File: config.mk
export PLATFORM = sky130hd
export DESIGN_NAME = wildcard_pattern_matcher_core
export DESIGN_NICKNAME = d
export VERILOG_FILES = /design/src/hdl/wpm_pkg.sv /design/src/hdl/wildcard_pattern_matcher_core.sv /design/src/hdl/wpm_fifo.sv /design/src/hdl/wpm_front.sv /design/src/hdl/wpm_back.sv
export VERILOG_INCLUDE_DIRS = /design/src /design/src/hdl
export SDC_FILE = /design/constraint.sdc
export NUM_CORES = 1
export LEC_CHECK = 0
export ABC_CLOCK_PERIOD_IN_PS = 12400
export BUFFER_PORTS_ARGS = -buffer_cell sky130_fd_sc_hd__buf_2
export CORE_MARGIN = 3
export CORE_UTILIZATION = 55
export CTS_BUF_LIST = sky130_fd_sc_hd__clkbuf_16
export DETAILED_ROUTE_END_ITERATION = 6
export PLACE_DENSITY = 0.71
export SKIP_LAST_GASP = 1
export SLEW_MARGIN = 5
export SYNTH_ARGS = -nofsm -noshare
export SYNTH_HDL_FRONTEND = slang
export SYNTH_SLANG_ARGS = --single-unit
File: constraint.sdc
create_clock -name clk -period 12.4 [get_ports clk]
set_input_delay 2.48 -clock clk [delete_from_list [all_inputs] [get_ports clk]]
set_output_delay 2.48 -clock clk [all_outputs]
set_load 0.005 [all_outputs]
File: src/hdl/wildcard_pattern_matcher_core_assert.svh
// Assertion macros shared by the wildcard pattern matcher modules.
`ifndef WILDCARD_PATTERN_MATCHER_CORE_ASSERT_SVH
`define WILDCARD_PATTERN_MATCHER_CORE_ASSERT_SVH

// Condition that must hold at every clock edge outside reset.
`define WPM_ASSERT_ALWAYS(label, cond, msg) \
    label: assert property (@(posedge clk) disable iff (!rst_n) (cond)) \
        else $error(msg);

// Antecedent in one cycle implies the consequent in the next cycle.
`define WPM_ASSERT_NEXT(label, ante, cons, msg) \
    label: assert property (@(posedge clk) disable iff (!rst_n) (ante) |=> (cons)) \
        else $error(msg);

`endif

File: src/hdl/wpm_pkg.sv
// Shared types and symbol codes for the wildcard pattern matcher.
package wpm_pkg;

    localparam int SYM_W = 5;

    // Pattern symbols with a wildcard meaning.
    localparam logic [SYM_W-1:0] SYM_ANY_ONE = 5'd26;
    localparam logic [SYM_W-1:0] SYM_ANY_RUN = 5'd27;

    // One input transaction.
    typedef struct packed {
        logic             mode;
        logic [SYM_W-1:0] symbol;
        logic             restart;
    } in_item_t;

    // One result transaction.
    typedef struct packed {
        logic matched;
        logic truncated;
    } out_item_t;

    // Classified operation handed from the front to the back.
    typedef struct packed {
        logic             is_text;
        logic             restart;
        logic             is_star;
        logic [SYM_W-1:0] symbol;
    } op_t;

    // Queue status seen by the neighbor stages.
    typedef struct packed {
        logic full;
        logic empty;
    } fifo_status_t;

endpackage

File: src/hdl/wildcard_pattern_matcher_core.sv
// Top level of the wildcard pattern matcher: front, operation queue, back, result queue.
//
//   Channel   Handshake          Payload
//   -------   ----------------   -------------------------------------
//   input     push / full        item   : mode, symbol, restart
//   result    empty / pop        result : matched, truncated
//
// One transaction per cycle unless a full queue stalls the flow: the back stage closes
// the active set over stars with a single add across the cell row. A result passes through
// the front holding register, the op queue and the result queue before it shows.
// Reset clears the pattern length, the truncation flag and both queues, and
// leaves only position zero active. With pop held low, full rises once five
// transactions wait: two results, two queued operations and one held input.
module wildcard_pattern_matcher_core #(
    parameter int PATTERN_DEPTH = 32
) (
    input  logic                clk,
    input  logic                rst_n,
    input  logic                push,
    input  wpm_pkg::in_item_t   item,
    output logic                full,
    output logic                empty,
    input  logic                pop,
    output wpm_pkg::out_item_t  result
);

    localparam int OP_W  = $bits(wpm_pkg::op_t);
    localparam int RES_W = $bits(wpm_pkg::out_item_t);

    wpm_pkg::fifo_status_t q_status;
    wpm_pkg::fifo_status_t r_status;
    logic                  q_push;
    logic                  q_pop;
    wpm_pkg::op_t          front_op;
    logic [OP_W-1:0]       q_dout;
    wpm_pkg::op_t          back_op;
    logic                  r_push;
    wpm_pkg::out_item_t    back_item;
    logic [RES_W-1:0]      r_dout;

    // Accept and classify.
    wpm_front u_front (
        .clk      (clk),
        .rst_n    (rst_n),
        .push     (push),
        .item     (item),
        .full     (full),
        .q_status (q_status),
        .q_push   (q_push),
        .q_op     (front_op)
    );

    // Operation queue between front and back.
    wpm_fifo #(
        .WIDTH (OP_W)
    ) u_op_fifo (
        .clk    (clk),
        .rst_n  (rst_n),
        .push   (q_push),
        .din    (front_op),
        .pop    (q_pop),
        .dout   (q_dout),
        .status (q_status)
    );

    assign back_op = wpm_pkg::op_t'(q_dout);

    // Automaton.
    wpm_back #(
        .PATTERN_DEPTH (PATTERN_DEPTH)
    ) u_back (
        .clk      (clk),
        .rst_n    (rst_n),
        .q_status (q_status),
        .q_op     (back_op),
        .q_pop    (q_pop),
        .r_status (r_status),
        .r_push   (r_push),
        .r_item   (back_item)
    );

    // Result queue facing the consumer.
    wpm_fifo #(
        .WIDTH (RES_W)
    ) u_res_fifo (
        .clk    (clk),
        .rst_n  (rst_n),
        .push   (r_push),
        .din    (back_item),
        .pop    (pop),
        .dout   (r_dout),
        .status (r_status)
    );

    assign result = wpm_pkg::out_item_t'(r_dout);
    assign empty  = r_status.empty;

endmodule

File: src/hdl/wpm_fifo.sv
// Two-entry queue used between the front, the back and the result port.
`include "wildcard_pattern_matcher_core_assert.svh"

module wpm_fifo #(
    parameter int WIDTH = 8
) (
    input  logic                  clk,
    input  logic                  rst_n,
    input  logic                  push,
    input  logic [WIDTH-1:0]      din,
    input  logic                  pop,
    output logic [WIDTH-1:0]      dout,
    output wpm_pkg::fifo_status_t status
);

    localparam logic [1:0] FIFO_DEPTH = 2'd2;

    logic [WIDTH-1:0] mem_reg [2];
    logic             wr_ptr_reg;
    logic             wr_ptr_next;
    logic             rd_ptr_reg;
    logic             rd_ptr_next;
    logic [1:0]       count_reg;
    logic [1:0]       count_next;
    logic             do_write;
    logic             do_read;

    assign status.full  = (count_reg == FIFO_DEPTH);
    assign status.empty = (count_reg == 2'd0);
    assign do_write     = push && !status.full;
    assign do_read      = pop && !status.empty;
    assign dout         = mem_reg[rd_ptr_reg];

    // Pointer and occupancy update.
    always_comb
    begin
        wr_ptr_next = do_write ? !wr_ptr_reg : wr_ptr_reg;
        rd_ptr_next = do_read ? !rd_ptr_reg : rd_ptr_reg;
        count_next  = count_reg;
        if (do_write && !do_read)
        begin
            count_next = count_reg + 2'd1;
        end
        else if (do_read && !do_write)
        begin
            count_next = count_reg - 2'd1;
        end
    end

    always_ff @(posedge clk or negedge rst_n)
    begin
        if (!rst_n)
        begin
            wr_ptr_reg <= 1'b0;
            rd_ptr_reg <= 1'b0;
            count_reg  <= 2'd0;
        end
        else
        begin
            wr_ptr_reg <= wr_ptr_next;
            rd_ptr_reg <= rd_ptr_next;
            count_reg  <= count_next;
        end
    end

    // Entry storage carries no reset.
    always_ff @(posedge clk)
    begin
        if (do_write)
        begin
            mem_reg[wr_ptr_reg] <= din;
        end
    end

    `WPM_ASSERT_ALWAYS(a_count_bound, count_reg <= FIFO_DEPTH, "queue count beyond depth")
    `WPM_ASSERT_ALWAYS(a_ptr_track, (count_reg == 2'd1) == (wr_ptr_reg != rd_ptr_reg),
        "queue pointers disagree with count")
    `WPM_ASSERT_NEXT(a_write_lands, do_write && !do_read, !status.empty,
        "queue empty after a write")

endmodule

File: src/hdl/wpm_front.sv
// Front stage: accepts input transactions and classifies them into operations.
module wpm_front (
    input  logic                  clk,
    input  logic                  rst_n,
    input  logic                  push,
    input  wpm_pkg::in_item_t     item,
    output logic                  full,
    input  wpm_pkg::fifo_status_t q_status,
    output logic                  q_push,
    output wpm_pkg::op_t          q_op
);

    logic         op_valid_reg;
    logic         op_valid_next;
    wpm_pkg::op_t op_reg;
    wpm_pkg::op_t op_next;
    logic         load;

    // The holding register frees up whenever the queue can take its content.
    assign full   = op_valid_reg && q_status.full;
    assign load   = push && !full;
    assign q_push = op_valid_reg && !q_status.full;
    assign q_op   = op_reg;

    // Classify the incoming symbol.
    always_comb
    begin
        op_next.is_text = item.mode;
        op_next.restart = item.restart;
        op_next.symbol  = item.symbol;
        op_next.is_star = !item.mode && (item.symbol == wpm_pkg::SYM_ANY_RUN);
        op_valid_next   = load || (op_valid_reg && !q_push);
    end

    always_ff @(posedge clk or negedge rst_n)
    begin
        if (!rst_n)
        begin
            op_valid_reg <= 1'b0;
        end
        else
        begin
            op_valid_reg <= op_valid_next;
        end
    end

    always_ff @(posedge clk)
    begin
        if (load)
        begin
            op_reg <= op_next;
        end
    end

endmodule

File: src/hdl/wpm_back.sv
// Back stage: pattern cell row and active-position automaton with star closure.
`include "wildcard_pattern_matcher_core_assert.svh"

module wpm_back #(
    parameter int PATTERN_DEPTH = 32
) (
    input  logic                  clk,
    input  logic                  rst_n,
    input  wpm_pkg::fifo_status_t q_status,
    input  wpm_pkg::op_t          q_op,
    output logic                  q_pop,
    input  wpm_pkg::fifo_status_t r_status,
    output logic                  r_push,
    output wpm_pkg::out_item_t    r_item
);

    localparam int LEN_W = $clog2(PATTERN_DEPTH + 1);
    localparam int IDX_W = $clog2(PATTERN_DEPTH);
    localparam logic [LEN_W-1:0] DEPTH_LEN = LEN_W'(PATTERN_DEPTH);

    logic [wpm_pkg::SYM_W-1:0] sym_reg [PATTERN_DEPTH];
    logic [LEN_W-1:0]          len_reg;
    logic [LEN_W-1:0]          len_next;
    logic                      ovf_reg;
    logic                      ovf_next;
    logic [PATTERN_DEPTH:0]    act_reg;
    logic [PATTERN_DEPTH:0]    init_reg;

    logic                      go;
    logic [LEN_W-1:0]          base_len;
    logic                      room;
    logic [IDX_W-1:0]          wr_idx;
    logic [PATTERN_DEPTH:0]    star_cur;
    logic [PATTERN_DEPTH:0]    star_new;
    logic [PATTERN_DEPTH:0]    stepped;
    logic [PATTERN_DEPTH:0]    base_set;
    logic [PATTERN_DEPTH:0]    set_pre;
    logic [PATTERN_DEPTH:0]    add_a;
    logic [PATTERN_DEPTH:0]    add_b;
    logic [PATTERN_DEPTH:0]    add_sum;
    logic [PATTERN_DEPTH:0]    closed;
    logic [LEN_W-1:0]          len_sel;

    // One operation per cycle whenever there is room for its result.
    assign go     = !q_status.empty && !r_status.full;
    assign q_pop  = go;
    assign r_push = go;

    // Pattern append bookkeeping.
    always_comb
    begin
        base_len = q_op.restart ? '0 : len_reg;
        room     = (base_len < DEPTH_LEN);
        wr_idx   = base_len[IDX_W-1:0];
        len_next = room ? base_len + LEN_W'(1) : base_len;
        ovf_next = (q_op.restart ? 1'b0 : ovf_reg) || !room;
    end

    // Each cell judges its own position against the current text symbol.
    always_comb
    begin
        star_cur = '0;
        star_new = '0;
        stepped  = '0;
        base_set = q_op.restart ? init_reg : act_reg;
        for (int i = 0; i < PATTERN_DEPTH; i++)
        begin
            logic cell_valid;
            logic cell_star;
            logic cell_hit;
            cell_valid  = (LEN_W'(i) < len_reg);
            cell_star   = (sym_reg[i] == wpm_pkg::SYM_ANY_RUN);
            cell_hit    = (sym_reg[i] == wpm_pkg::SYM_ANY_ONE) || (sym_reg[i] == q_op.symbol);
            star_cur[i] = cell_valid && cell_star;
            if (room && (LEN_W'(i) == base_len))
            begin
                star_new[i] = q_op.is_star;
            end
            else
            begin
                star_new[i] = (LEN_W'(i) < len_next) && cell_star;
            end
            if (base_set[i] && cell_valid)
            begin
                if (cell_star)
                begin
                    stepped[i] = 1'b1;
                end
                else if (cell_hit)
                begin
                    stepped[i+1] = 1'b1;
                end
            end
        end
    end

    // Star closure as a carry chain: stars propagate, active stars generate.
    always_comb
    begin
        set_pre = q_op.is_text ? stepped : {{PATTERN_DEPTH{1'b0}}, 1'b1};
        add_a   = q_op.is_text ? star_cur : star_new;
        add_b   = set_pre & add_a;
        add_sum = add_a + add_b;
        closed  = set_pre | (add_sum ^ add_a ^ add_b);
        len_sel = q_op.is_text ? len_reg : len_next;
    end

    assign r_item.matched   = closed[len_sel];
    assign r_item.truncated = q_op.is_text ? ovf_reg : ovf_next;

    always_ff @(posedge clk or negedge rst_n)
    begin
        if (!rst_n)
        begin
            len_reg  <= '0;
            ovf_reg  <= 1'b0;
            act_reg  <= {{PATTERN_DEPTH{1'b0}}, 1'b1};
            init_reg <= {{PATTERN_DEPTH{1'b0}}, 1'b1};
        end
        else if (go)
        begin
            act_reg <= closed;
            if (!q_op.is_text)
            begin
                len_reg  <= len_next;
                ovf_reg  <= ovf_next;
                init_reg <= closed;
            end
        end
    end

    // Pattern cells hold no reset; only entries below the length are used.
    always_ff @(posedge clk)
    begin
        if (go && !q_op.is_text && room)
        begin
            sym_reg[wr_idx] <= q_op.symbol;
        end
    end

    `WPM_ASSERT_ALWAYS(a_len_bound, len_reg <= DEPTH_LEN, "pattern length beyond store depth")
    `WPM_ASSERT_ALWAYS(a_ovf_full, !ovf_reg || (len_reg == DEPTH_LEN),
        "truncation flagged with a store that is not full")
    `WPM_ASSERT_ALWAYS(a_init_origin, init_reg[0], "restart set lost position zero")
    `WPM_ASSERT_NEXT(a_text_keeps_len, go && q_op.is_text, $stable(len_reg),
        "text transaction changed the pattern length")

endmodule
==> results.txt <==
- The critical path is of the reg2reg type.
- By instance count, the leading cell after synthesis is sky130_fd_sc_hd__nand2_1.
- By instance count, the cell type seen most on the critical path is sky130_fd_sc_hd__o211ai_1.
* Number of rows in the core area: 63
- Post-cts resize count: 0
- The Yosys step of the flow raised 0 warnings.
* Full die area: 0.0329 mm²
- The worst register-to-register path ends at u_res_fifo.mem_reg[0][1]$_DFFE_PP_.
- Data arrival time of the critical path: 6870 ps
- Setup violations, final: 0
* Slowest cell on the critical path: sky130_fd_sc_hd__dfrtp_1
* Number of synthesized flops with an enable pin: 188
* Fmax: 0.151 GHz
- CTS built an H-tree with a depth of 1.
- Across all layers, the routed design uses 14439 vias.
* Largest register FFs: 160
- Initial antenna violation count: 0
- In the global route stage, met3 resource usage came out at 8.23%.
- In this run, synthesis produced a sequential element count of 268.
- Across every metal layer, demand over resource in global routing totals 33.7%.
* Biggest area consumer among synthesized cells: sky130_fd_sc_hd__edfxtp_1
- TritonCTS buffer count: 28
- Critical path capture point: u_res_fifo.mem_reg[0][1]$_DFFE_PP_
- Async S/R FF share, synth: 29.9%
- Worst Path Required: 12670 ps
- IO Pins: 15
- The first detailed-routing pass ran for 6 iterations.
- Summed over all cells, the static leakage comes to 0.00621 µW.
- DRC: 0
- Counting instances in the post-synthesis netlist gives the leading cell types as 199 x sky130_fd_sc_hd__nand2_1, 191 x sky130_fd_sc_hd__nor2_1, 188 x sky130_fd_sc_hd__edfxtp_1.
- Clock root cell: sky130_fd_sc_hd__clkbuf_16
* Number of hold-slack violations in the final timing report: 0
- Max_slew headroom: 1.72%
- Along the worst path, the maximum fanout reaches 44.
- Post-CTS Setup Repair Bufs: 0
* Source of the critical timing path: u_op_fifo.rd_ptr_reg$_DFFE_PN0P_
- Peak-usage layer in the global routing report: met1
- Clock tree synthesis found a total of 268 sinks.
- The final layout contains routed wiring with a total length of 57000 µm.
- The total area inside the core boundary comes to 0.0300 mm².
* Pin count of the biggest net entering global routing: 81
- The flow ran to the end, but the final reports show violations.
- In the synthesized netlist, the number of instances is 1739.
* Routing usage on met2: 48.3%
- After detailed routing, the average wire length per cell comes to 26.7 µm.
- In this run the deepest clock path goes through 3 buffers.
- The startpoint identified for the worst register-to-register timing path is u_op_fifo.rd_ptr_reg$_DFFE_PN0P_.
- The number of global-route vias before repair was 13633.
- The final reports fail on max-capacitance violations.
- Mapped Area: 0.0169 mm²
- Clock tree from TritonCTS: done
- Hold bufs inserted after CTS: 0
* Total half-perimeter wirelength after legalization and detailed placement: 41100 µm
- For the pin with the worst max-slew slack, the measured transition is 1440 ps.
- Global placer's final weighted congestion: 1.01
* Count of cells along the worst register-to-register path: 23
- For this run the aggregate overflow at the end of global routing stands at 0.
* Setup TNS: 0 ps
* Number of diodes added for antenna fixing: 0
- The worst setup path is launched from a register.
- Final worst path period share: 53.3%
- In the global route stage, met1 resource usage came out at 51.6%.
- The area growth from synthesis to layout is 6.89%.
- After synthesis, the cell types taking the most area are sky130_fd_sc_hd__edfxtp_1 33%, sky130_fd_sc_hd__dfrtp_1 12%, sky130_fd_sc_hd__xnor2_1 7.8%, sky130_fd_sc_hd__nand2_1 4.4%, sky130_fd_sc_hd__nor2_1 4.2%.
- In this run the worst hold path is classified as reg2reg.
- Maximum VDD drop: 181 µV
* CTS clock-pin slew for the worst setup and hold paths: 60 ps
* Unique masters post-synth: 106
- The final max-slew violation count came to 0.
- Vertical die dimension: 181 µm
* Minimum period implied by the final worst setup slack: 6610 ps
* Post-synthesis net count: 1756
- Power spread over the standard cell area amounts to 220 mW/mm².
* RSZ-0062 raised after global routing: no
* Clock latency on the worst-skew pair: 560 ps
- Wire length of the first global-routing pass: 85300 µm
- During placement, the flow inserted port buffers numbering 14.
- Largest clock skew in the final design: 16.4 ps
- The floorplan step set the die width to 181 µm.
- Across the run, the number of max-cap violations was 1.
- OpenSTA, run right after detailed placement, puts the worst setup slack at 5850 ps.
- Total Nets Final: 1744
- For this configuration, the core starts out at a cell density of 56.5%.
- STA classifies the critical path endpoint as a register.
- The count of nets left with antenna violations once routing finished came out at 0.
* Mean post-synth cell area: 9.74 µm²
* Top FF cell, synth: sky130_fd_sc_hd__edfxtp_1
- For this run, the register share of the synthesized area comes to 45.2%.
- Cells with a size suffix above 1 make up 9.90% of the layout.
- After layout, the worst setup slack is 5790 ps.
- Of the post-synthesis cell area, the dominant cell type holds 33.3%.
- After the first detailed-routing iteration, the DRC count stood at 1514.
* Largest stage delay, worst path: 980 ps
- In this run the register-to-register setup slack is 5790 ps.
* Chain of cells forming the critical path: mux2i_4, buf_4, and2_1, ha_1, nand3b_1, mux2i_1, a21oi_1, buf_4, o311ai_1, o211ai_1, nor2b_1, ha_1, inv_1, o211ai_1, o21ai_1, o211ai_1, a21oi_1, o22a_2, nand3b_2, a311oi_1, o22ai_1, a211oi_2, a211oi_2
- Using the TritonRoute via totals, the vias-per-cell ratio works out to 6.76.
## metal layers
layer,up-vias,part of all wire [%]
met5,-,0
met4,0,2.9
met3,122,12
met2,811,41
met1,7041,44
li1,6465,-
## worst max-delay path: cells and delay by family, from the launching register on
kind,cells,cell delay [ps]
compound gates,12,2580
buf+inv,3,770
simple gates,4,730
fa+ha+maj,2,570
flops,1,980
mux,2,630
## final cells by class
cell class | count | area, µm²
sequential | 268 | 7650
tap | 390 | 488
clock buffer | 29 | 726
fill | 2553 | 11900
timing repair buffer | 47 | 320
clock inverter | 21 | 154
multi-input combinational | 1349 | 8640
inverter | 33 | 126
## cells in the final DEF (no fill, tap or decap), types with 8 or more instances in the layout
cell type / count
sky130_fd_sc_hd__xor2_1: 9
sky130_fd_sc_hd__edfxtp_1: 188
sky130_fd_sc_hd__nor2_1: 191
sky130_fd_sc_hd__o21a_1: 11
sky130_fd_sc_hd__and2_1: 14
sky130_fd_sc_hd__dfrtp_1: 78
sky130_fd_sc_hd__o22ai_1: 13
sky130_fd_sc_hd__a21oi_1: 90
sky130_fd_sc_hd__or2_2: 23
sky130_fd_sc_hd__nand2_1: 199
sky130_fd_sc_hd__a31oi_1: 44
sky130_fd_sc_hd__clkbuf_16: 29
sky130_fd_sc_hd__or3_1: 13
sky130_fd_sc_hd__nor4_1: 30
sky130_fd_sc_hd__a21o_1: 12
sky130_fd_sc_hd__o31ai_1: 8
sky130_fd_sc_hd__inv_1: 36
sky130_fd_sc_hd__o21ai_0: 67
sky130_fd_sc_hd__nand2b_1: 20
sky130_fd_sc_hd__o211ai_1: 24
sky130_fd_sc_hd__buf_4: 34
sky130_fd_sc_hd__nand3_1: 40
sky130_fd_sc_hd__and4b_1: 25
sky130_fd_sc_hd__nand4_1: 20
sky130_fd_sc_hd__and3_1: 17
sky130_fd_sc_hd__nand4b_1: 11
sky130_fd_sc_hd__xnor2_1: 151
sky130_fd_sc_hd__o21ai_1: 16
sky130_fd_sc_hd__buf_2: 13
sky130_fd_sc_hd__nor3_1: 52
sky130_fd_sc_hd__mux2i_1: 30
sky130_fd_sc_hd__a211oi_1: 16
sky130_fd_sc_hd__nor2b_1: 10
## logic make-up (layout without fill, tap and decap cells)
| group | Yosys count | count (layout) | synth area share, % |
|---|---|---|---|
| AND/OR/NAND/NOR | 712 | 712 | 21.3 |
| AO/OA/AOI/OAI | 423 | 423 | 17.3 |
| flip-flops | 268 | 268 | 45.2 |
| XOR/XNOR | 160 | 160 | 8.28 |
| buffers and inverters | 122 | 130 | 3.90 |
| multiplexers | 47 | 47 | 3.48 |
| adder cells (fa/ha/maj) | 7 | 7 | 0.502 |
## how the worst min path moves through the flow
stage | slack (ps) | from | depth (start not counted) | end
3_5_place_dp | 430 | u_front.q_op[2]$_DFFE_PP_ | 0 | u_op_fifo.mem_reg[0][2]$_DFFE_PP_
3_3_place_gp | 430 | u_front.q_op[4]$_DFFE_PP_ | 0 | u_op_fifo.mem_reg[0][4]$_DFFE_PP_
5_1_grt | 450 | u_front.q_op[2]$_DFFE_PP_ | 0 | u_op_fifo.mem_reg[1][2]$_DFFE_PP_
2_1_floorplan | 420 | u_front.q_op[0]$_DFFE_PP_ | 0 | u_op_fifo.mem_reg[0][0]$_DFFE_PP_
4_1_cts | 450 | u_front.q_op[2]$_DFFE_PP_ | 0 | u_op_fifo.mem_reg[0][2]$_DFFE_PP_
6_report | 450 | u_front.q_op[4]$_DFFE_PP_ | 0 | u_op_fifo.mem_reg[1][4]$_DFFE_PP_
## metrics by stage
step	util [%]	total power [µW]	cell area (µm²)	hold slack, ps	std cells
floorplan	-	2580	16900	421	1739
global placement	57.5	3120	17200	427	2087
detailed placement	57.5	3130	17200	434	2087
CTS	60.4	3940	18100	447	2137
global route	60.4	4140	18100	455	2137
finish	60.4	3970	18100	449	2137
## power by group
part	internal, µW	switching (µW)
sequential	1170	87.6
combinational	572	1340
clock	462	345
total	2200	1770
Note: power is estimated with default switching activity, not from simulation.
